`src/hdl/ktrk_pkg.sv`:
```
// ktrk_pkg: shared constants, types and helpers for the top-k stream tracker
// no dependencies; imported by the interfaces and every module of the block
`timescale 1ns / 1ps
`default_nettype none

package ktrk_pkg;

  // built depth of the cell chain
  localparam int DEPTH  = 64;
  localparam int IDX_W  = (DEPTH > 1) ? $clog2(DEPTH) : 1;
  localparam int CNT_W  = $clog2(DEPTH + 1);
  localparam int VAL_W  = 32;
  localparam int KCFG_W = 7;

  // configuration port
  localparam int PADDR_W = 3;
  localparam int PDATA_W = 32;
  localparam logic REG_K_USED = 1'b0;

  // data and flags handed from one cell to the next
  typedef struct packed {
    logic signed [VAL_W-1:0] val;  // stored value
    logic                    vld;  // stored entry is held
    logic                    eff;  // entry counts for this beat
    logic                    gt;   // incoming key lands at or above this cell
  } link_t;

  // control broadcast to every cell
  typedef struct packed {
    logic signed [VAL_W-1:0] key;
    logic                    restart;
    logic [CNT_W-1:0]        k;
    logic                    upd;
  } cell_ctl_t;

  // clamp the programmed k to 1..DEPTH
  function automatic logic [CNT_W-1:0] k_eff(input logic [KCFG_W-1:0] k);
    int unsigned kk;
    kk = int'(k);
    if (kk == 0) kk = 1;
    if (kk > DEPTH) kk = DEPTH;
    return CNT_W'(kk);
  endfunction

endpackage

`default_nettype wire

```
`src/hdl/ktrk_cfg.sv`:
```
// ktrk_cfg: apb-style register file holding k_used
// depends on ktrk_pkg
`timescale 1ns / 1ps
`default_nettype none

module ktrk_cfg (
  input  wire logic                          clk,
  input  wire logic                          rst_n,
  input  wire logic                          psel,
  input  wire logic                          penable,
  input  wire logic                          pwrite,
  input  wire logic [ktrk_pkg::PADDR_W-1:0]  paddr,
  input  wire logic [ktrk_pkg::PDATA_W-1:0]  pwdata,
  output logic      [ktrk_pkg::PDATA_W-1:0]  prdata,
  output logic                               pready,
  output logic      [ktrk_pkg::KCFG_W-1:0]   k_used
);
  import ktrk_pkg::*;

  logic              sel_k;
  logic [KCFG_W-1:0] k_used_r;
  logic [KCFG_W-1:0] k_used_nxt;

  // word decode, byte lanes ignored
  assign sel_k  = (paddr[PADDR_W-1] == REG_K_USED);
  assign pready = 1'b1;

  // register write on the access phase
  always_comb begin
    k_used_nxt = k_used_r;
    if (psel && penable && pwrite && sel_k) begin
      k_used_nxt = pwdata[KCFG_W-1:0];
    end
  end

  always_ff @(posedge clk) begin
    if (!rst_n) begin
      k_used_r <= KCFG_W'(1);
    end else begin
      k_used_r <= k_used_nxt;
    end
  end

  // read back
  assign prdata = sel_k ? {{(PDATA_W-KCFG_W){1'b0}}, k_used_r} : '0;
  assign k_used = k_used_r;

endmodule

`default_nettype wire

```
`config.mk`:
```
export PLATFORM = sky130hd
export DESIGN_NAME = ktrk_cfg
export DESIGN_NICKNAME = d
export VERILOG_FILES = /design/src/hdl/ktrk_pkg.sv /design/src/hdl/ktrk_cfg.sv
export SDC_FILE = /design/constraint.sdc
export NUM_CORES = 1
export LEC_CHECK = 0
export BUFFER_PORTS_ARGS = -buffer_cell sky130_fd_sc_hd__buf_4
export CORE_UTILIZATION = 31
export CTS_CLUSTER_SIZE = 30
export DETAILED_ROUTE_END_ITERATION = 8
export PLACE_DENSITY = 0.83
export SKIP_LAST_GASP = 1
export SYNTH_ARGS = -nofsm -noshare
export SYNTH_HDL_FRONTEND = slang
export SYNTH_SLANG_ARGS = --single-unit
```
`constraint.sdc`:
```
create_clock -name clk -period 2 [get_ports clk]
set_input_delay 0.1 -clock clk [delete_from_list [all_inputs] [get_ports clk]]
set_output_delay 0.1 -clock clk [all_outputs]
set_load 0.01 [all_outputs]
```
# Word-level counts from Yosys, hierarchy flattened
# Cells that the tools add are included.
# op_classes
n_mux	1
bitwise_logic	1
reduce_logical	3
# op_table
operator	count
two-way mux 7 bit	1
logical AND 1 bit	3
NOT 1 bit	1
# word_totals
reg_bits	7
input_bits	40
out_inout_bits	40
word_cells	6

# Longest topological paths before layout
# Gate-level depths: netlist of run 1.
# depth
depth_word	3
depth_mapped	3
mapped_depth_nobuf	2

# Worst setup path before layout of run 1
# No wires, ideal clock.
# synth_timing
path_type	input -> register
start	in paddr[2] (netlist name)
end	reg k_used_r[0] (netlist: k_used[0])
setup_time_ns	0.072
arrival_time_ns	0.628
required_time_ns	1.928
slack_ns	1.300
cell_stages	3
n_path_buf	1
cell_sequence	and4b_1 buf_6 mux2i_1
# synth_between
elab_chain_cells	2
# synth_rtl
item	line	rtl
start, declared	ktrk_cfg.sv:12	input wire logic [ktrk_pkg::PADDR_W-1:0] paddr,
NOT 1 bit	ktrk_cfg.sv:25	assign sel_k = (paddr[PADDR_W-1] == REG_K_USED);
logical AND 1 bit	ktrk_cfg.sv:31	if (psel && penable && pwrite && sel_k) begin
end signal, assigned	ktrk_cfg.sv:40	k_used_r <= k_used_nxt;
end, declared	ktrk_cfg.sv:21	logic [KCFG_W-1:0] k_used_r;
# Every way passes these cells.
# A chain may end at the register's enable or synchronous reset.

# Final worst setup path of run 1
# layout_timing
start	reg k_used_r[2] (netlist: k_used[2])
end	out prdata[2] (netlist name)
# layout_between
elab_chain_cells	1
# layout_rtl
item	line	rtl
two-way mux 7 bit	ktrk_cfg.sv:45	assign prdata = sel_k ? {{(PDATA_W-KCFG_W){1'b0}}, k_used_r} : '0;
end, declared	ktrk_cfg.sv:14	output logic [ktrk_pkg::PDATA_W-1:0] prdata,
# Every way passes these cells.

==> out/results.ini, run 1 <==
[clock_tree]
clock_path_buffers = 2
clk_pin_slew_worst_paths_ps = 60
holdBufCountCts = 0
numCtsBuffers = 3
cts_tree = built
cts_max_level = 1
clkLatencyLatePin_ps = 250
root_buffer = clkbuf_4
clkSinkCount = 7
cts_resized = 0
cts_setup_buffers = 0

[synthesis]
syn_area_um2 = 557
synthArstFlopShare_pct = 0
synth_top_flop_cell = dfxtp_1
ys_seq_area_share_pct = 25.2
yosys_warnings = 0
synthTopCellsByArea = buf_4 35%, dfxtp_1 25%, mux2i_1 13%
synthCells = 66
synth_most_common_cell = buf_4
synth_top_area_share_pct = 35.1
synth_common_cells = 26 x buf_4, 12 x nand2_1, 7 x and2b_2, 7 x dfxtp_1, 7 x mux2i_1
synth-edff-count = 0
ys_ff_latch = 7
synth_area_per_cell_um2 = 8.44
yosysUniqueCellTypes = 10
synth.largest_area_cell = buf_4

[global_routing]
globalRouteOverflowTotal = 0
grt_pass1_wl_um = 1410
antenna_found_initial = 0
grt_max_degree = 15
track_usage_pct = 10.2
first_global_vias = 330

[worst_setup_path]
critical_path.startpoint = k_used[2]
required_ps = 1900
critPathCaptureType = primary output
start_kind = register
path_class = reg -> out
crit_arrival_ps = 890
cp_max_fo = 3
r2r_start = k_used[0]
reg2reg_slack_ps = 1390

[route]
routedWlPerCell_um = 8.18
drt_iter0_markers = 8
viasPerCell = 3.71
routed_wl_um = 949
ant_nets = 0
via_count = 430
dr.pass1.iters = 4
drc = 0

[finish]
largest_reg_flops = 7
area_growth_pct = 23.6
diodes = 0
drive_gt1_share_pct = 39.1
nNetsFinal = 133
fin_util_pct = 43.2

[pwr]
fin_total_pwr_mw = 0.345
leakagePower_nw = 0.371
peakVddDrop_mv = 0.226
p_per_area_nw_per_um2 = 501

[floorplan]
start_util_pct = 34.9
num_rows = 14
dieArea_um2 = 1970
die_h_um = 44.4
die_w_um = 44.4
ios = 80
core_area_um2 = 1590

[placement]
portBuffers = 26
routabilityCongestion = 0.638
pre_cts_slack_ps = 917
dp_hpwl_um = 752

[timing]
finalSetupViolCount = 0
min_period_ps = 994
drv_slew = 0
hold_violations = 0
fin_skew_ps = 0
period_share_pct = 49.7
fmax_mhz = 1010
tns_ps = 0
layout_setup_ws_ps = 1010
rsz0062_at_grt = false

[min_path]
hold_path_startpoint = pwdata[2]
hp-class = in -> reg

[run_status]
status = finished, final reports clean

[flow_run]
maxCapViolCount = 0

-- per-stage QoR --
step / instances / instance area [µm²] / hold WS, ps
2_1_floorplan: 90 / 647 / 242
3_3_place_gp: 112 / 662 / 360
3_5_place_dp: 112 / 662 / 369
4_1_cts: 116 / 688 / 98.7
5_1_grt: 116 / 688 / 100
6_report: 116 / 688 / 104
-- final cells by class --
| cell class | count | area (µm²) |
|---|---|---|
| clock buffer | 4 | 26.3 |
| fill | 165 | 906 |
| multi-input combinational | 55 | 297 |
| sequential | 7 | 140 |
| tap | 24 | 30.0 |
| timing repair buffer | 26 | 195 |
-- routing by layer --
layer,GRT usage [%],up-vias,share of wire (%),wire length [µm]
li1,-,204,-,-
met1,11.6,192,40,379
met2,16.5,34,49,465
met3,3.67,0,11,104
met4,5.45,0,0,0
met5,0,-,0,0
-- critical path, cell delays in order, from the launching register on --
cell	delay, ps
dfxtp_1	320
and2b_2	190
buf_4	140
-- report_power, final --
group	leakage, nW	internal, mW	switching, mW
Sequential	0.0567	0.143	0.00215
Clock	0.0150	0.0763	0.0540
Combinational	0.299	0.0299	0.0400
Total	0.371	0.249	0.0961
-- cell families (layout without fill, tap and decap cells) --
| logic type | Yosys count | count (layout) | share of synthesized area [%] |
|---|---|---|---|
| muxes | 7 | 7 | 12.6 |
| other | 2 | 26 | 1.35 |
| DFF | 7 | 7 | 25.2 |
| and+or+nand+nor | 22 | 22 | 23.1 |
| buffers and inverters | 28 | 30 | 37.8 |
-- final timing paths --
check             cells past startpoint         to
setup / recovery                      2  prdata[2]
hold / removal                        3  k_used[2]
setup reg to reg                      2  k_used[0]
hold reg to reg                       2  k_used[5]
-- placed cells by master (no fill, tap or decap) --
cell type	count
conb_1	26
buf_4	26
nand2_1	12
and2b_2	7
mux2i_1	7
dfxtp_1	7
clkbuf_4	3
nor2b_1	2
and4b_1	1
clkbuf_1	1
No activity file was read; power rests on OpenSTA's default activity.
==> run 2: changes to the inputs <==
- CORE_UTILIZATION: 31 -> 26
- PLACE_DENSITY: 0.83 -> 0.74
- clock period: 2 -> 0.8 ns (I/O delays scaled with it)
==> run 2 against run 1 <==
Net effect: the run now ends with setup timing left; sequential cell count stayed put; first-iteration DRC count shrank 88%; worst setup slack got worse by 1100 ps; combinational power grew to 3.0 times the previous value; routed wire length is 24% higher; critical path depth stayed put; clock skew stayed put; register-to-register slack worse by 1300 ps; critical endpoint is now prdata[5]; clock-buffer cell count did not move.
==> out/results.ini, run 2 (synthesis results as in run 1) <==
[run_status]
status = complete, but fails checks
violations = setup timing

[clock_tree]
clkSinkCount = 7  ; unchanged
cts_max_level = 1  ; unchanged
cts_tree = built
clk_pin_slew_worst_paths_ps = 50  ; about the same
holdBufCountCts = 0  ; unchanged
numCtsBuffers = 3  ; unchanged
clock_path_buffers = 2  ; unchanged
root_buffer = clkbuf_4
clkLatencyLatePin_ps = 250  ; about the same

[worst_setup_path]
cp.depth = 2  ; unchanged
worst_path_largest_cell_delay_ps = 320  ; about the same
reg2regPathDepth = 3  ; +1
critical_path.startpoint = k_used[5]
crit_chain = and2b_2 -> buf_6
cp_max_fo = 2  ; -1
path_buf_inv = 1  ; unchanged
crit_arrival_ps = 870  ; -20 ps
timing.rr.end = k_used[0]
path_class = reg -> out
required_ps = 760  ; -1140 ps
crit_end = prdata[5]
r2r_start = k_used[0]
start_kind = register
critPathCaptureType = primary output
reg2reg_slack_ps = 100  ; -1290 ps
cp_slowest_cell = dfxtp_2
path_delay_family = flip-flops

[flow_run]
maxCapViolCount = 0  ; unchanged

[finish]
area_growth_pct = 52.1
fin_util_pct = 42.7  ; -0.43 points
fillers = 186  ; +13%
largest_reg_flops = 7  ; unchanged
final_common_cell = conb_1
final_cell_mix = 26 x conb_1, 19 x buf_6, 17 x buf_4, 12 x nand2_1
nNetsFinal = 143  ; +7.5%
diodes = 0  ; unchanged
stdcell_count = 129  ; +11%
drive_gt1_share_pct = 52.0  ; +13 points
finalInstanceArea_um2 = 847  ; +23%

[timing]
hold_violations = 0  ; unchanged
layout_setup_ws_ps = -114  ; -1120 ps
rsz0062_at_grt = true
fin_skew_ps = 0  ; unchanged
drv_slew = 0  ; unchanged
finalSetupViolCount = 14  ; +14
tns_ps = -935  ; -935 ps
whs_ps = 41.4  ; -62.9 ps
fmax_mhz = 1090
min_period_ps = 914
period_share_pct = 114

[pwr]
peakVddDrop_mv = 0.817  ; +260%
p_per_area_nw_per_um2 = 1050  ; +110%
leakagePower_nw = 0.442  ; +19%
fin_total_pwr_mw = 0.890  ; +160%

[placement]
portBuffers = 26  ; unchanged
place_area_um2 = 688  ; +4.0%
dp_hpwl_um = 880  ; +17%
pre_cts_slack_ps = -57.3  ; -975 ps
dp.cells = 118  ; +5.4%
routabilityCongestion = 0.625  ; -2.2%

[global_routing]
grt.met3_usage_pct = 5.56  ; +1.9 points
first_global_vias = 365  ; +11%
grt_max_degree = 15  ; unchanged
track_usage_pct = 9.73  ; -0.44 points
antenna_found_initial = 0  ; unchanged
grt_pass1_wl_um = 1510  ; +7.4%
met2_usage_pct = 18.1  ; +1.7 points
globalRouteOverflowTotal = 0  ; unchanged
met1_usage_pct = 10.0  ; -1.6 points
busiest_layer = met2

[route]
ant_nets = 0  ; unchanged
viasPerCell = 3.54  ; -4.4%
via_count = 457  ; +6.3%
routed_wl_um = 1180  ; +24%
drt_iter0_markers = 1  ; -7
dr.pass1.iters = 2  ; -2
routedWlPerCell_um = 9.14  ; +12%
drc = 0  ; unchanged

[floorplan]
core_area_um2 = 1980  ; +24%
ios = 80  ; unchanged
dieArea_um2 = 2330  ; +18%
num_rows = 16  ; +2
die_w_um = 48.3  ; +8.8%
die_h_um = 48.3  ; +8.8%
start_util_pct = 28.1  ; -6.8 points

[min_path]
hp-class = in -> reg

run 2: cell count changes in the layout (fill, tap and decap cells not counted):
cell,previous run,this run
buf_4,26,17
buf_6,0,19
dfxtp_1,7,0
dfxtp_2,0,7
run 2: worst min-delay path by stage:
| stage | endpoint | slack, ps | start | cells past startpoint |
|---|---|---|---|---|
| after floorplan | k_used[1] | 180 | pwdata[1] | 2 |
| after global placement | k_used[0] | 290 | pwdata[0] | 3 |
| after detailed placement | k_used[4] | 310 | pwdata[4] | 3 |
| after CTS | k_used[4] | 30 | pwdata[4] | 3 |
| after global routing | k_used[3] | 40 | pwdata[3] | 3 |
| final | k_used[4] | 40 | pwdata[4] | 3 |
run 2: area by class of cell:
| cell class | count | area [µm²] | area share [%] |
|---|---|---|---|
| clock buffer | 4 | 26.3 | 3.10 |
| multi-input combinational | 55 | 297 | 35.0 |
| tap | 27 | 33.8 | 3.99 |
| timing repair buffer | 36 | 342 | 40.3 |
| sequential | 7 | 149 | 17.6 |
run 2: per-layer routing:
| metal | share of wire (%) | vias to the layer above |
|---|---|---|
| li1 | - | 225 |
| met1 | 35 | 204 |
| met2 | 56 | 28 |
| met3 | 8.6 | 0 |
| met4 | 0 | 0 |
| met5 | 0 | - |
run 2: what timing repair did:
action	in CTS	in global routing
endpoints found under the setup margin	7	14
gates resized for setup	14	12
setup buffers	7	0
run 2: report_power, final:
group          total (mW)  switching [mW]  leakage [nW]  internal, mW
logic               0.212           0.111         0.368         0.102
clock network       0.315           0.125        0.0150         0.190
registers           0.363         0.00460        0.0591         0.358
total               0.890           0.240         0.442         0.650
run 2: worst register-to-register path, cell delays in order, from the launching register on:
cell and delay, ps:
dfxtp_2 320, buf_6 110, nor2b_1 100, mux2i_1 70
