**config.mk**
```make
export PLATFORM = sky130hd
export DESIGN_NAME = ktrk_cell
export DESIGN_NICKNAME = d
export VERILOG_FILES = /design/src/hdl/ktrk_pkg.sv /design/src/hdl/ktrk_cell.sv
export SDC_FILE = /design/constraint.sdc
export NUM_CORES = 1
export LEC_CHECK = 0
export BUFFER_PORTS_ARGS = -buffer_cell sky130_fd_sc_hd__buf_2
export CAP_MARGIN = 0
export CORE_MARGIN = 3
export CORE_UTILIZATION = 30
export DETAILED_ROUTE_END_ITERATION = 16
export GPL_TIMING_DRIVEN = 0
export MAX_ROUTING_LAYER = met4
export SLEW_MARGIN = 10
export SYNTH_ARGS = -nofsm -noshare
export SYNTH_HDL_FRONTEND = slang
export SYNTH_SLANG_ARGS = --single-unit
```
**constraint.sdc**
```tcl
create_clock -name clk -period 5.6 [get_ports clk]
set_clock_uncertainty 0.2 [all_clocks]
set_input_delay 0.84 -clock clk [delete_from_list [all_inputs] [get_ports clk]]
set_output_delay 0.84 -clock clk [all_outputs]
set_load 0.01 [all_outputs]
```
**src/hdl/ktrk_pkg.sv**
```systemverilog
// ktrk_pkg: shared constants, types and helpers for the top-k stream tracker
// no dependencies; imported by the interfaces and every module of the block
`timescale 1ns / 1ps
`default_nettype none

package ktrk_pkg;

  // built depth of the cell chain
  localparam int DEPTH  = 64;
  localparam int IDX_W  = (DEPTH > 1) ? $clog2(DEPTH) : 1;
  localparam int CNT_W  = $clog2(DEPTH + 1);
  localparam int VAL_W  = 32;
  localparam int KCFG_W = 7;

  // configuration port
  localparam int PADDR_W = 3;
  localparam int PDATA_W = 32;
  localparam logic REG_K_USED = 1'b0;

  // data and flags handed from one cell to the next
  typedef struct packed {
    logic signed [VAL_W-1:0] val;  // stored value
    logic                    vld;  // stored entry is held
    logic                    eff;  // entry counts for this beat
    logic                    gt;   // incoming key lands at or above this cell
  } link_t;

  // control broadcast to every cell
  typedef struct packed {
    logic signed [VAL_W-1:0] key;
    logic                    restart;
    logic [CNT_W-1:0]        k;
    logic                    upd;
  } cell_ctl_t;

  // clamp the programmed k to 1..DEPTH
  function automatic logic [CNT_W-1:0] k_eff(input logic [KCFG_W-1:0] k);
    int unsigned kk;
    kk = int'(k);
    if (kk == 0) kk = 1;
    if (kk > DEPTH) kk = DEPTH;
    return CNT_W'(kk);
  endfunction

endpackage

`default_nettype wire

```
**src/hdl/ktrk_cell.sv**
```systemverilog
// ktrk_cell: one slot of the descending sorted chain
// depends on ktrk_pkg; takes the upper neighbor's link and drives its own
`timescale 1ns / 1ps
`default_nettype none

module ktrk_cell (
  input  wire logic                        clk,
  input  wire logic                        rst_n,
  input  wire logic [ktrk_pkg::IDX_W-1:0]  idx,
  input  wire ktrk_pkg::cell_ctl_t         ctl,
  input  wire ktrk_pkg::link_t             prev,
  output ktrk_pkg::link_t                  link
);
  import ktrk_pkg::*;

  logic                    in_k;
  logic                    eff;
  logic                    gt;
  logic signed [VAL_W-1:0] val_r;
  logic signed [VAL_W-1:0] val_nxt;
  logic                    vld_r;
  logic                    vld_nxt;

  // slot is inside the tracked window; entries past k are cut off
  assign in_k = CNT_W'(idx) < ctl.k;
  assign eff  = vld_r && !ctl.restart && in_k;
  // ties stay below the existing entry
  assign gt   = !eff || (ctl.key > val_r);

  // shift down from the neighbor, take the key, or keep
  always_comb begin
    val_nxt = val_r;
    vld_nxt = vld_r;
    if (ctl.upd) begin
      if (gt) begin
        val_nxt = prev.gt ? prev.val : ctl.key;
      end
      vld_nxt = in_k && (eff || prev.eff);
    end
  end

  always_ff @(posedge clk) begin
    val_r <= val_nxt;
  end

  always_ff @(posedge clk) begin
    if (!rst_n) begin
      vld_r <= 1'b0;
    end else begin
      vld_r <= vld_nxt;
    end
  end

  assign link.val = val_r;
  assign link.vld = vld_r;
  assign link.eff = eff;
  assign link.gt  = gt;

endmodule

`default_nettype wire

```
* Word level (Yosys, flattened, before mapping) *
Cells that the tools add are included.

word-level totals
  register bits = 33
  output and inout bits = 35
  logic and storage cells = 13

cells by class
  magnitude comparators = 2
  muxes and demuxes = 1
  reductions and logical operators = 8

operators with widths
  operator                        count
  greater-than comparator 32 bit  1
  2-to-1 mux 32 bit               1
  < comparator 6 x 7 -> 1 bit     1
  logical AND 1 bit               3
  zero test 1 bit                 2
  logical OR 1 bit                2
  AND reduction 2 bit             1

* Logic depth before layout (Yosys ltp) *
Gate-level depths: netlist (run 1).

  depth in word-level cells = 6
  gate-level depth with buffers = 9
  gate-level depth less buffers = 8

* Worst setup path after synthesis (run 1) *
OpenSTA, ideal clock, no wires.

  kind = input -> register
  from = input ctl[40] (netlist bit)
  to = register val_r[0] (enable)
  setup time = 468 ps
  arrival time = 4445 ps
  data required time = 4932 ps
  path slack = 488 ps
  stages = 6
  buffers on the path = 0
  cells stage by stage = ha_1 nand4_1 nor4_2 nor3b_1 a2111oi_2 nor3b_1

on the way
  word-level cells in the longest chain between the ends = 3

RTL lines
  what                            RTL line         text
  from (decl)                     ktrk_cell.sv:10  input wire ktrk_pkg::cell_ctl_t ctl,
  greater-than comparator 32 bit  ktrk_cell.sv:28  assign gt = !eff || (ctl.key > val_r);
  logical OR 1 bit                ktrk_cell.sv:28
  AND reduction 2 bit (no line)   -
  to (signal assigned)            ktrk_cell.sv:43  val_r <= val_nxt;
  to (decl)                       ktrk_cell.sv:19  logic signed [VAL_W-1:0] val_r;

No other way between the ends.
A chain may end at the register's enable or synchronous reset.

* Final worst setup path (run 1) *
  from = input ctl[34] (netlist bit)
  to = output link[0] (netlist bit)

on the way
  word-level cells in the longest chain between the ends = 2

RTL lines
  what                            RTL line         text
  greater-than comparator 32 bit  ktrk_cell.sv:28
  logical OR 1 bit                ktrk_cell.sv:28
  to (decl)                       ktrk_cell.sv:12  output ktrk_pkg::link_t link

No other way between the ends.

==> reports/results.tsv, run 1 <==
stage	metric	value	unit
floorplan	die_h	95.1	um
drt	vias	1961	
sta	slew_headroom	43.2	%
yosys	synthXorXnorAreaFrac	0	%
floorplan	die_w	95.1	um
clock_network	clockBufferDepth	2	
final_layout	diodes	0	
outcome	status	completed	
global_routing	grt_pass1_wl	9.10	mm
run	maxCapViolations	0	
global_routing	grt_max_degree	12	
critical_path	critPathKind	in -> out	
place	pre_cts_ws	1.54	ns
critical_path	crit_family	simple AND/OR/NAND/NOR gates	
place	io_buffers	116	
sta	tns	0	ns
place	dp_hpwl	4.89	mm
global_routing	grt_util_met3	3.16	%
floorplan	start_util	31.8	%
sta	setup_ws	1.65	ns
yosys	yosys.area_share.simple	8.36	%
final_layout	syn_to_final_growth	34.3	%
critical_path	crit_chain	buf_2 > ha_1 > a21o_1 > nand3_2 > a21oi_1 > or4_4 > a2111oi_2 > nor2_1 > buf_4 > buf_2	
global_routing	antenna_found_initial	0	
global_routing	overflow	0	
clock_network	postCtsSetupBuffers	0	
floorplan	die_area	9040	um2
clock_network	cts_hold_buf	0	
final_layout	fin_nets	461	
final_layout	final_cells	439	
floorplan	io_pins	119	
yosys	synth_warnings	0	
yosys	ys_seq_area_share	41.2	%
clock_network	numCtsBuffers	5	
yosys	syn_avg_cell_area	11.1	um2
yosys	synth_nets	335	
global_routing	met1_usage	16.3	%
final_layout	fin_util	42.7	%
clock_network	clock_sinks	33	
drt	via_per_inst	4.47	
place	placed_cells	432	
sta	fin_crit	3.95	ns
drt	dr.first_iter.drc_count	23	
pwr	leakage	0.00161	uW
yosys	syn-instance-count	214	
place	gp_congestion	0.734	
clock_network	cts-root-buf	clkbuf_8	
yosys	synth_fa_ha_area_share	19.4	%
global_routing	first_global_vias	2058	
clock_network	clock_latency	0.28	ns
critical_path	worstPathArrival	2.91	ns
drt	remaining_drc_errors	0	
global_routing	globalRouteTotalUtil	13.3	%
global_routing	grt_use_met2	22.4	%
clock_network	path_clk_slew	0.06	ns
critical_path	critPathSlowestCell	or4_4	
critical_path	endpoint_kind	primary output	
sta	max_freq	0.253	GHz
sta	maxSlewViolCount	0	
sta	worstMarginPinSlew	0.848	ns
pwr	power_per_cell_area	199	nW/um2
critical_path	crit_path_frequent_cell	buf_2	
drt	first_pass_iters	4	
yosys	synth_top_area_share	40.4	%
floorplan	rows	31	
sta	fin_crit_sh	70.5	%
final_layout	design_area	3200	um2
pwr	irDropWorstVdd	80.7	uV
yosys	synth_compound_gate_area_share	8.30	%
drt	routed_wl	5.64	mm
min_path	min_path_type	reg -> reg	
critical_path	slowest_delay	0.55	ns
yosys	synthMuxAreaShare	14.7	%
yosys	synth.area.top_cells	edfxtp_1 40%, ha_1 19%, mux2_2 15%, inv_1 6.5%, a21oi_1 2.9%	
critical_path	startpoint_type	primary input	
yosys	synth_top_family_by_area	adder cells	
sta	rsz0062_at_grt	no	
place	dpl_cell_area	3120	um2
sta	hold_viol	0	
drt	wl_per_cell	12.8	um
sta	finalSetupViolations	0	
global_routing	busiest_layer	met2	
critical_path	crit_required	4.56	ns
critical_path	crit_buf_inv	3	
floorplan	core_area	7490	um2
clock_network	cts_tree	yes	
yosys	synth_cell_types	33	
final_layout	drive_above_1_share	47.9	%
clock_network	post_cts_resized	0	
drt	postRouteAntennaNets	0	
critical_path	worstPathMaxFanout	2	
yosys	netlist_area	2380	um2
yosys	yosysTopAreaCell	edfxtp_1	
yosys	ys_seq_elements	33	
clock_network	htreeDepth	2	
[cell usage after synthesis, drive strengths merged]
cell type,n
a211o,1
a221o,1
dfxtp,1
mux2,31
nor4,1
o31ai,1
nor3b,3
nor3,1
buf,3
nand3,6
a221oi,1
nor2,4
nand4,5
a211oi,1
ha,37
nor4b,1
o21ai,5
nand2b,1
o22ai,1
inv,41
a21o,3
a21oi,14
or4,1
edfxtp,32
and2,1
nand2,8
and4,1
a2111oi,2
clkbuf,4
a31oi,1
nor2b,1
[per-stage QoR]
| step | hold WS [ns] | total power (uW) |
|---|---|---|
| 6_report | 0.439 | 636 |
| 5_1_grt | 0.514 | 686 |
| 4_1_cts | 0.446 | 651 |
| 3_5_place_dp | 0.436 | 476 |
| 3_3_place_gp | 0.426 | 470 |
| 2_1_floorplan | 0.404 | 403 |
[sequential cells by signal, summed over array words and instances (netlist names)]
| signal | flops |
|---|---|
| val_r | 32 |
| vld_r | 1 |
[cell type report]
type,count,area [um2]
plain buffers,7,37.5
fillers,761,4290
clock buffers,6,72.6
inverters,41,154
clock inverters,1,3.75
multi-input cells,133,1210
flip-flops and latches,33,981
repair buffers,119,611
well taps,99,124
[logic make-up after synthesis]
logic type               count (synthesis)
buffers and inverters                   48
multiplexers                            31
AO/OA/AOI/OAI                           31
adder cells (fa/ha/maj)                 37
AND/OR/NAND/NOR                         34
flip-flops                              33
[report_power, final]
| part | internal (uW) | switching [uW] | leakage [uW] | total, uW |
|---|---|---|---|---|
| logic | 83.8 | 81.0 | 0.00125 | 165 |
| registers | 294 | 8.37 | 0.000321 | 302 |
| clock network | 83.8 | 85.4 | 0.0000387 | 169 |
| total | 461 | 175 | 0.00161 | 636 |
[worst reg2reg max path, delay by kind of cell (launching register included)]
| family | cells | cell delay, ns |
|---|---|---|
| adder cells (fa/ha/maj) | 1 | 0.30 |
| flip-flops | 1 | 0.35 |
| AO/OA/AOI/OAI | 1 | 0.11 |
| buffers and inverters | 3 | 0.43 |
| AND/OR/NAND/NOR | 4 | 1.75 |
[placed cells by master (no fill, tap or decap), types with 2 or more instances in the layout]
cell type  count
inv_1         41
mux2_2        31
ha_1          37
a21o_1         3
nand4_1        5
nor2_1         4
edfxtp_1      32
clkbuf_1       5
buf_6          2
nand3_1        5
buf_2        116
o21ai_0        5
buf_4          4
a21oi_1       14
nand2_1        8
clkbuf_8       5
nor3b_1        2
[layer usage]
| layer | part of all wire [%] | vias to the layer above |
|---|---|---|
| li1 | - | 1024 |
| met1 | 47 | 857 |
| met2 | 45 | 75 |
| met3 | 7.3 | 5 |
| met4 | 0.75 | 0 |
| met5 | 0 | - |
[worst paths after layout]
kind / from / to / slack (ns) / cells after the start
min: vld_r / vld_r / 0.44 / 3
max reg2reg: val_r[31] / val_r[0] / 2.19 / 9
min reg2reg: vld_r / vld_r / 0.44 / 3
max: ctl[34] / link[0] / 1.65 / 10
No activity file was read; power rests on OpenSTA's default activity.
==> inputs of run 2 (changes only) <==
ABC_AREA = 1   (was default)
clock period = 3.9 ns   (was 5.6 ns; I/O delays follow)
==> reports/results.tsv, run 2 <==
stage	metric	value	unit
outcome	status	completed	
clock_network	cts_tree	yes	
critical_path	critPathLaunch	ctl[26]	
place	io_buffers	116	
critical_path	critPathSlowestCell	ha_1	
clock_network	post_cts_resized	0	
pwr	pwr-share-seq	46.6	%
critical_path	critPathKind	in -> out	
sta	max_freq	0.342	GHz
critical_path	crit_family	simple AND/OR/NAND/NOR gates	
drt	postRouteAntennaNets	0	
sta	tns	0	ns
pwr	irDropWorstVdd	136	uV
sta	finalSetupViolations	0	
yosys	synth.area.top_cells	edfxtp_1 39%, ha_1 19%, mux2_2 14%, inv_1 7.0%, nand2_1 7.0%	
critical_path	worstPathArrival	2.14	ns
clock_network	numCtsBuffers	5	
pwr	power_per_cell_area	284	nW/um2
global_routing	overflow	0	
yosys	yosysTopAreaCell	edfxtp_1	
final_layout	syn_to_final_growth	33.4	%
final_layout	final_cell_mix	119 x buf_2, 46 x inv_1, 46 x nand2_1	
pwr	clkPwrFrac	26.6	%
drt	vias	2075	
yosys	synth_edf_count	32	
final_layout	final_cells	478	
sta	worstMarginPinSlew	0.608	ns
critical_path	worstPathMaxFanout	2	
yosys	synth_cell_types	25	
final_layout	diodes	0	
yosys	synth_top_flop_cell	edfxtp_1	
sta	slew_headroom	59.4	%
drt	via_per_inst	4.34	
clock_network	clockBufferDepth	2	
sta	maxSlewViolCount	0	
yosys	synth_nets	373	
global_routing	grt_pass1_wl	9.07	mm
final_layout	reg_top3	val_r x32, vld_r x1	
global_routing	antenna_found_initial	0	
critical_path	crit_required	3.12	ns
critical_path	endpoint_kind	primary output	
yosys	synth_warnings	0	
final_layout	multi_input_area	1250	um2
critical_path	crit_path_frequent_cell	nand2_1	
yosys	synthTopCellsByCount	46 x inv_1, 46 x nand2_1, 37 x ha_1	
final_layout	largest-register	val_r	
pwr	leakage	0.00172	uW
floorplan	die_area	9290	um2
critical_path	crit_chain	buf_2 > ha_1 > nand2_1 > nand2_1 > nand2_1 > nand2_1 > nand2_1 > nand3_1 > a21oi_2 > nand2_1 > nand2_1 > nand2_1 > nand2_2 > nand2_1 > buf_4 > buf_2	
pwr	switching_share	28.5	%
sta	rsz0062_at_grt	no	
drt	first_pass_iters	3	
clock_network	htreeDepth	2	
global_routing	grt_max_degree	19	
critical_path	startpoint_type	primary input	
drt	remaining_drc_errors	0	
yosys	synthArstFlopShare	0	%
clock_network	path_clk_slew	0.06	ns
clock_network	cts-root-buf	clkbuf_8	
pwr	comb_power_share	26.8	%
final_layout	fillers	823	
final_layout	layout_commonest_cell	buf_2	
final_layout	largest_reg_flops	32	
pwr	p_switching	265	uW
floorplan	die_w	96.4	um
critical_path	timing.rr.start	val_r[23]	
place	dp_hpwl	4.88	mm
yosys	ys_seq_elements	33	
place	gp_congestion	0.741	
floorplan	start_util	31.3	%
yosys	syn_avg_cell_area	9.73	um2
drt	dr.first_iter.drc_count	28	
pwr	p_int	664	uW
final_layout	drive_above_1_share	45.5	%
clock_network	clock_latency	0.28	ns
clock_network	clock_sinks	33	
yosys	synth_top_area_share	39.2	%
critical_path	crit_buf_inv	3	
floorplan	io_pins	119	
floorplan	die_h	96.4	um
floorplan	core_area	7850	um2
floorplan	rows	32	
clock_network	cts_hold_buf	0	
global_routing	first_global_vias	2091	
drt	routed_wl	5.80	mm
critical_path	slowest_delay	0.32	ns
final_layout	fin_nets	497	
yosys	ys_seq_area_share	40.0	%
global_routing	globalRouteTotalUtil	13.0	%
sta	fin_crit	2.92	ns
run	maxCapViolations	0	
yosys	syn-instance-count	252	
sta	hold_viol	0	
min_path	min_from	vld_r	
sta	fin_crit_sh	74.9	%
clock_network	postCtsSetupBuffers	0	
drt	wl_per_cell	12.1	um
place	placed_cells	471	
yosys	netlist_area	2450	um2
final_layout	seq_area	981	um2
min_path	min_path_type	reg -> reg	
[run 2: per-stage QoR]
stage          util [%]  setup WS, ns  power, uW  hold WS, ns  area [um2]
6_report           41.7         0.980        930        0.289        3270
5_1_grt            41.7         0.697       1000        0.319        3270
4_1_cts            41.7         0.941        951        0.292        3270
3_5_place_dp       40.7         0.756        696        0.283        3200
3_3_place_gp       40.3        -0.101        683        0.272        3160
2_1_floorplan         -         0.783        588        0.256        2450
[run 2: cell families (layout without fill, tap and decap cells)]
logic type,count (synthesis),in the layout,share of synthesized area [%]
DFF,33,33,40.0
and+or+nand+nor,69,69,11.7
buffers and inverters,57,181,9.34
adders and majority gates,37,37,18.9
AOI/OAI and AO/OA,25,25,5.82
muxes,31,31,14.2
[run 2: layout make-up]
cell class / instances / area share, %
plain buffers: 7 / 1.26
flip-flops and latches: 33 / 30.0
repair buffers: 117 / 18.6
clock inverters: 1 / 0.115
well taps: 102 / 3.90
clock buffers: 6 / 2.22
inverters: 50 / 5.74
multi-input cells: 162 / 38.2
[run 2: final timing paths]
check	to	slack, ns	cells past startpoint
max	link[0]	0.98	16
min	vld_r	0.29	2
max reg2reg	val_r[4]	1.13	13
min reg2reg	vld_r	0.29	2
[run 2: power groups by stage]
stage          Combinational, uW  Sequential (uW)  Clock [uW]
2_1_floorplan                134              454           0
3_3_place_gp                 243              441           0
3_5_place_dp                 255              442           0
4_1_cts                      256              434         261
5_1_grt                      292              437         274
6_report                     249              433         247
[run 2: layer usage]
layer / share of wire, % / up-vias / global-route usage [%]
li1: - / 1082 / -
met1: 43 / 919 / 14.3
met2: 49 / 69 / 23.1
met3: 7.8 / 5 / 3.80
met4: 1.0 / 0 / 3.15
met5: 0 / - / -
[run 2: worst register-to-register path, delay by kind of cell, from the launching register on]
family | cells | cell delay (ns)
simple gates | 9 | 0.84
compound gates | 1 | 0.51
buf+inv | 2 | 0.29
fa+ha+maj | 1 | 0.28
flops | 1 | 0.37
==> inputs of run 3 (changes only) <==
clock period = 2.85 ns   (was 3.9 ns; I/O delays follow)
==> reports/results.tsv, run 3 (synthesis results as in run 2) <==
stage	metric	value	unit
global_routing	first_global_vias	2042	
drt	dr.first_iter.drc_count	34	
floorplan	die_h	96.4	um
sta	worstMarginPinSlew	0.424	ns
drt	postRouteAntennaNets	0	
clock_network	htreeDepth	2	
critical_path	worstPathMaxFanout	3	
critical_path	endpoint_kind	primary output	
floorplan	io_pins	119	
drt	wl_per_cell	12.4	um
min_path	min_path_type	in -> reg	
place	dp_hpwl	4.82	mm
sta	rsz0062_at_grt	no	
floorplan	start_util	31.3	%
global_routing	antenna_found_initial	0	
final_layout	syn_to_final_growth	41.9	%
drt	remaining_drc_errors	0	
global_routing	globalRouteTotalUtil	13.1	%
place	placed_cells	470	
final_layout	layout_commonest_cell	buf_2	
final_layout	final_cell_mix	118 x buf_2, 43 x inv_1, 38 x nand2_1	
clock_network	numCtsBuffers	5	
pwr	p_total	1330	uW
critical_path	startpoint_type	flip-flop	
final_layout	final_cells	482	
floorplan	core_area	7850	um2
run	maxCapViolations	0	
place	pre_cts_ws	-0.417	ns
place	io_buffers	116	
critical_path	crit_required	2.22	ns
sta	setup_ws	0.202	ns
clock_network	clock_sinks	33	
final_layout	largest_reg_flops	32	
sta	tns	0	ns
critical_path	worstPathArrival	2.02	ns
sta	maxSlewViolCount	0	
final_layout	largest-register	val_r	
clock_network	clock_latency	0.28	ns
global_routing	grt_max_degree	17	
sta	finalSetupViolations	0	
clock_network	cts-root-buf	clkbuf_8	
floorplan	rows	32	
sta	hold_viol	0	
global_routing	met1_usage	15.8	%
critical_path	slowest_delay	0.38	ns
drt	first_pass_iters	4	
final_layout	fin_nets	500	
final_layout	reg_top3	val_r x32, vld_r x1	
global_routing	grt_util_met3	3.25	%
critical_path	critPathKind	reg -> out	
global_routing	grt_pass1_wl	9.00	mm
final_layout	diodes	0	
critical_path	crit_chain	inv_1 > ha_1 > a21oi_2 > nand2_2 > a21oi_2 > nand2_1 > nand2_2 > nand2_1 > nand2_1 > nand2_2 > nand2_4 > nand2_2 > buf_6	
sta	fin_crit	2.65	ns
critical_path	crit_path_frequent_cell	nand2_2	
pwr	leakage	0.00175	uW
clock_network	path_clk_slew	0.07	ns
pwr	irDropWorstVdd	161	uV
sta	slew_headroom	71.7	%
clock_network	cts_tree	yes	
drt	routed_wl	6.00	mm
outcome	status	completed	
floorplan	die_w	96.4	um
global_routing	grt_use_met2	22.0	%
sta	max_freq	0.378	GHz
global_routing	busiest_layer	met2	
place	gp_congestion	0.688	
final_layout	fin_util	44.3	%
sta	fin_crit_sh	92.9	%
floorplan	die_area	9290	um2
drt	via_per_inst	4.42	
pwr	power_per_cell_area	382	nW/um2
clock_network	clockBufferDepth	2	
final_layout	drive_above_1_share	53.9	%
critical_path	critPathSlowestCell	edfxtp_1	
global_routing	overflow	0	
drt	vias	2132	
-- run 3: power breakdown --
part | leakage [uW] | total, uW | switching, uW | internal (uW)
Combinational | 0.00138 | 393 | 199 | 193
Sequential | 0.000321 | 593 | 16.7 | 577
Clock | 0.0000422 | 344 | 173 | 171
-- run 3: area by class of cell --
type / count / area, um2
plain buffers: 6 / 33.8
inverters: 50 / 188
fillers: 793 / 4370
flip-flops and latches: 33 / 981
clock buffers: 7 / 76.3
multi-input cells: 163 / 1430
repair buffers: 120 / 642
well taps: 102 / 128
clock inverters: 1 / 5.00
-- run 3: final timing paths --
check                 start         to  slack, ns  cells past startpoint
setup reg to reg  val_r[31]  val_r[28]       0.51                     13
hold / removal        rst_n      vld_r       0.19                      2
setup / recovery  val_r[11]    link[0]       0.20                     13
hold reg to reg       vld_r      vld_r       0.29                      2
-- run 3: per-layer routing --
layer | share of wire (%) | up-vias | wire [um]
met1 | 44 | 947 | 2640
met2 | 46 | 86 | 2780
met4 | 0.92 | 0 | 55
met5 | 0 | - | 0
met3 | 8.6 | 6 | 517
li1 | - | 1093 | -
-- run 3: critical path: cells and delay by family (launching register included) --
family	cells	cell delay (ns)
and+or+nand+nor	8	0.59
DFF	1	0.38
AOI/OAI and AO/OA	2	0.31
adders and majority gates	1	0.26
buffers and inverters	2	0.20
-- run 3: through the flow --
step / cell area, um2 / hold slack, ns
floorplan: 2460 / 0.256
global placement: 3170 / 0.277
detailed placement: 3170 / 0.281
CTS: 3270 / 0.178
global route: 3480 / 0.187
finish: 3480 / 0.188
-- run 3: repair_timing --
action                                 4_1_cts  5_1_grt
setup endpoints to repair                   32       33
buffers inserted                             0        4
gates cloned                                 1        0
hold buffers                                 0        0
pin swaps                                    1       14
endpoints found under the hold margin        0        0
gates resized for setup                      2       33
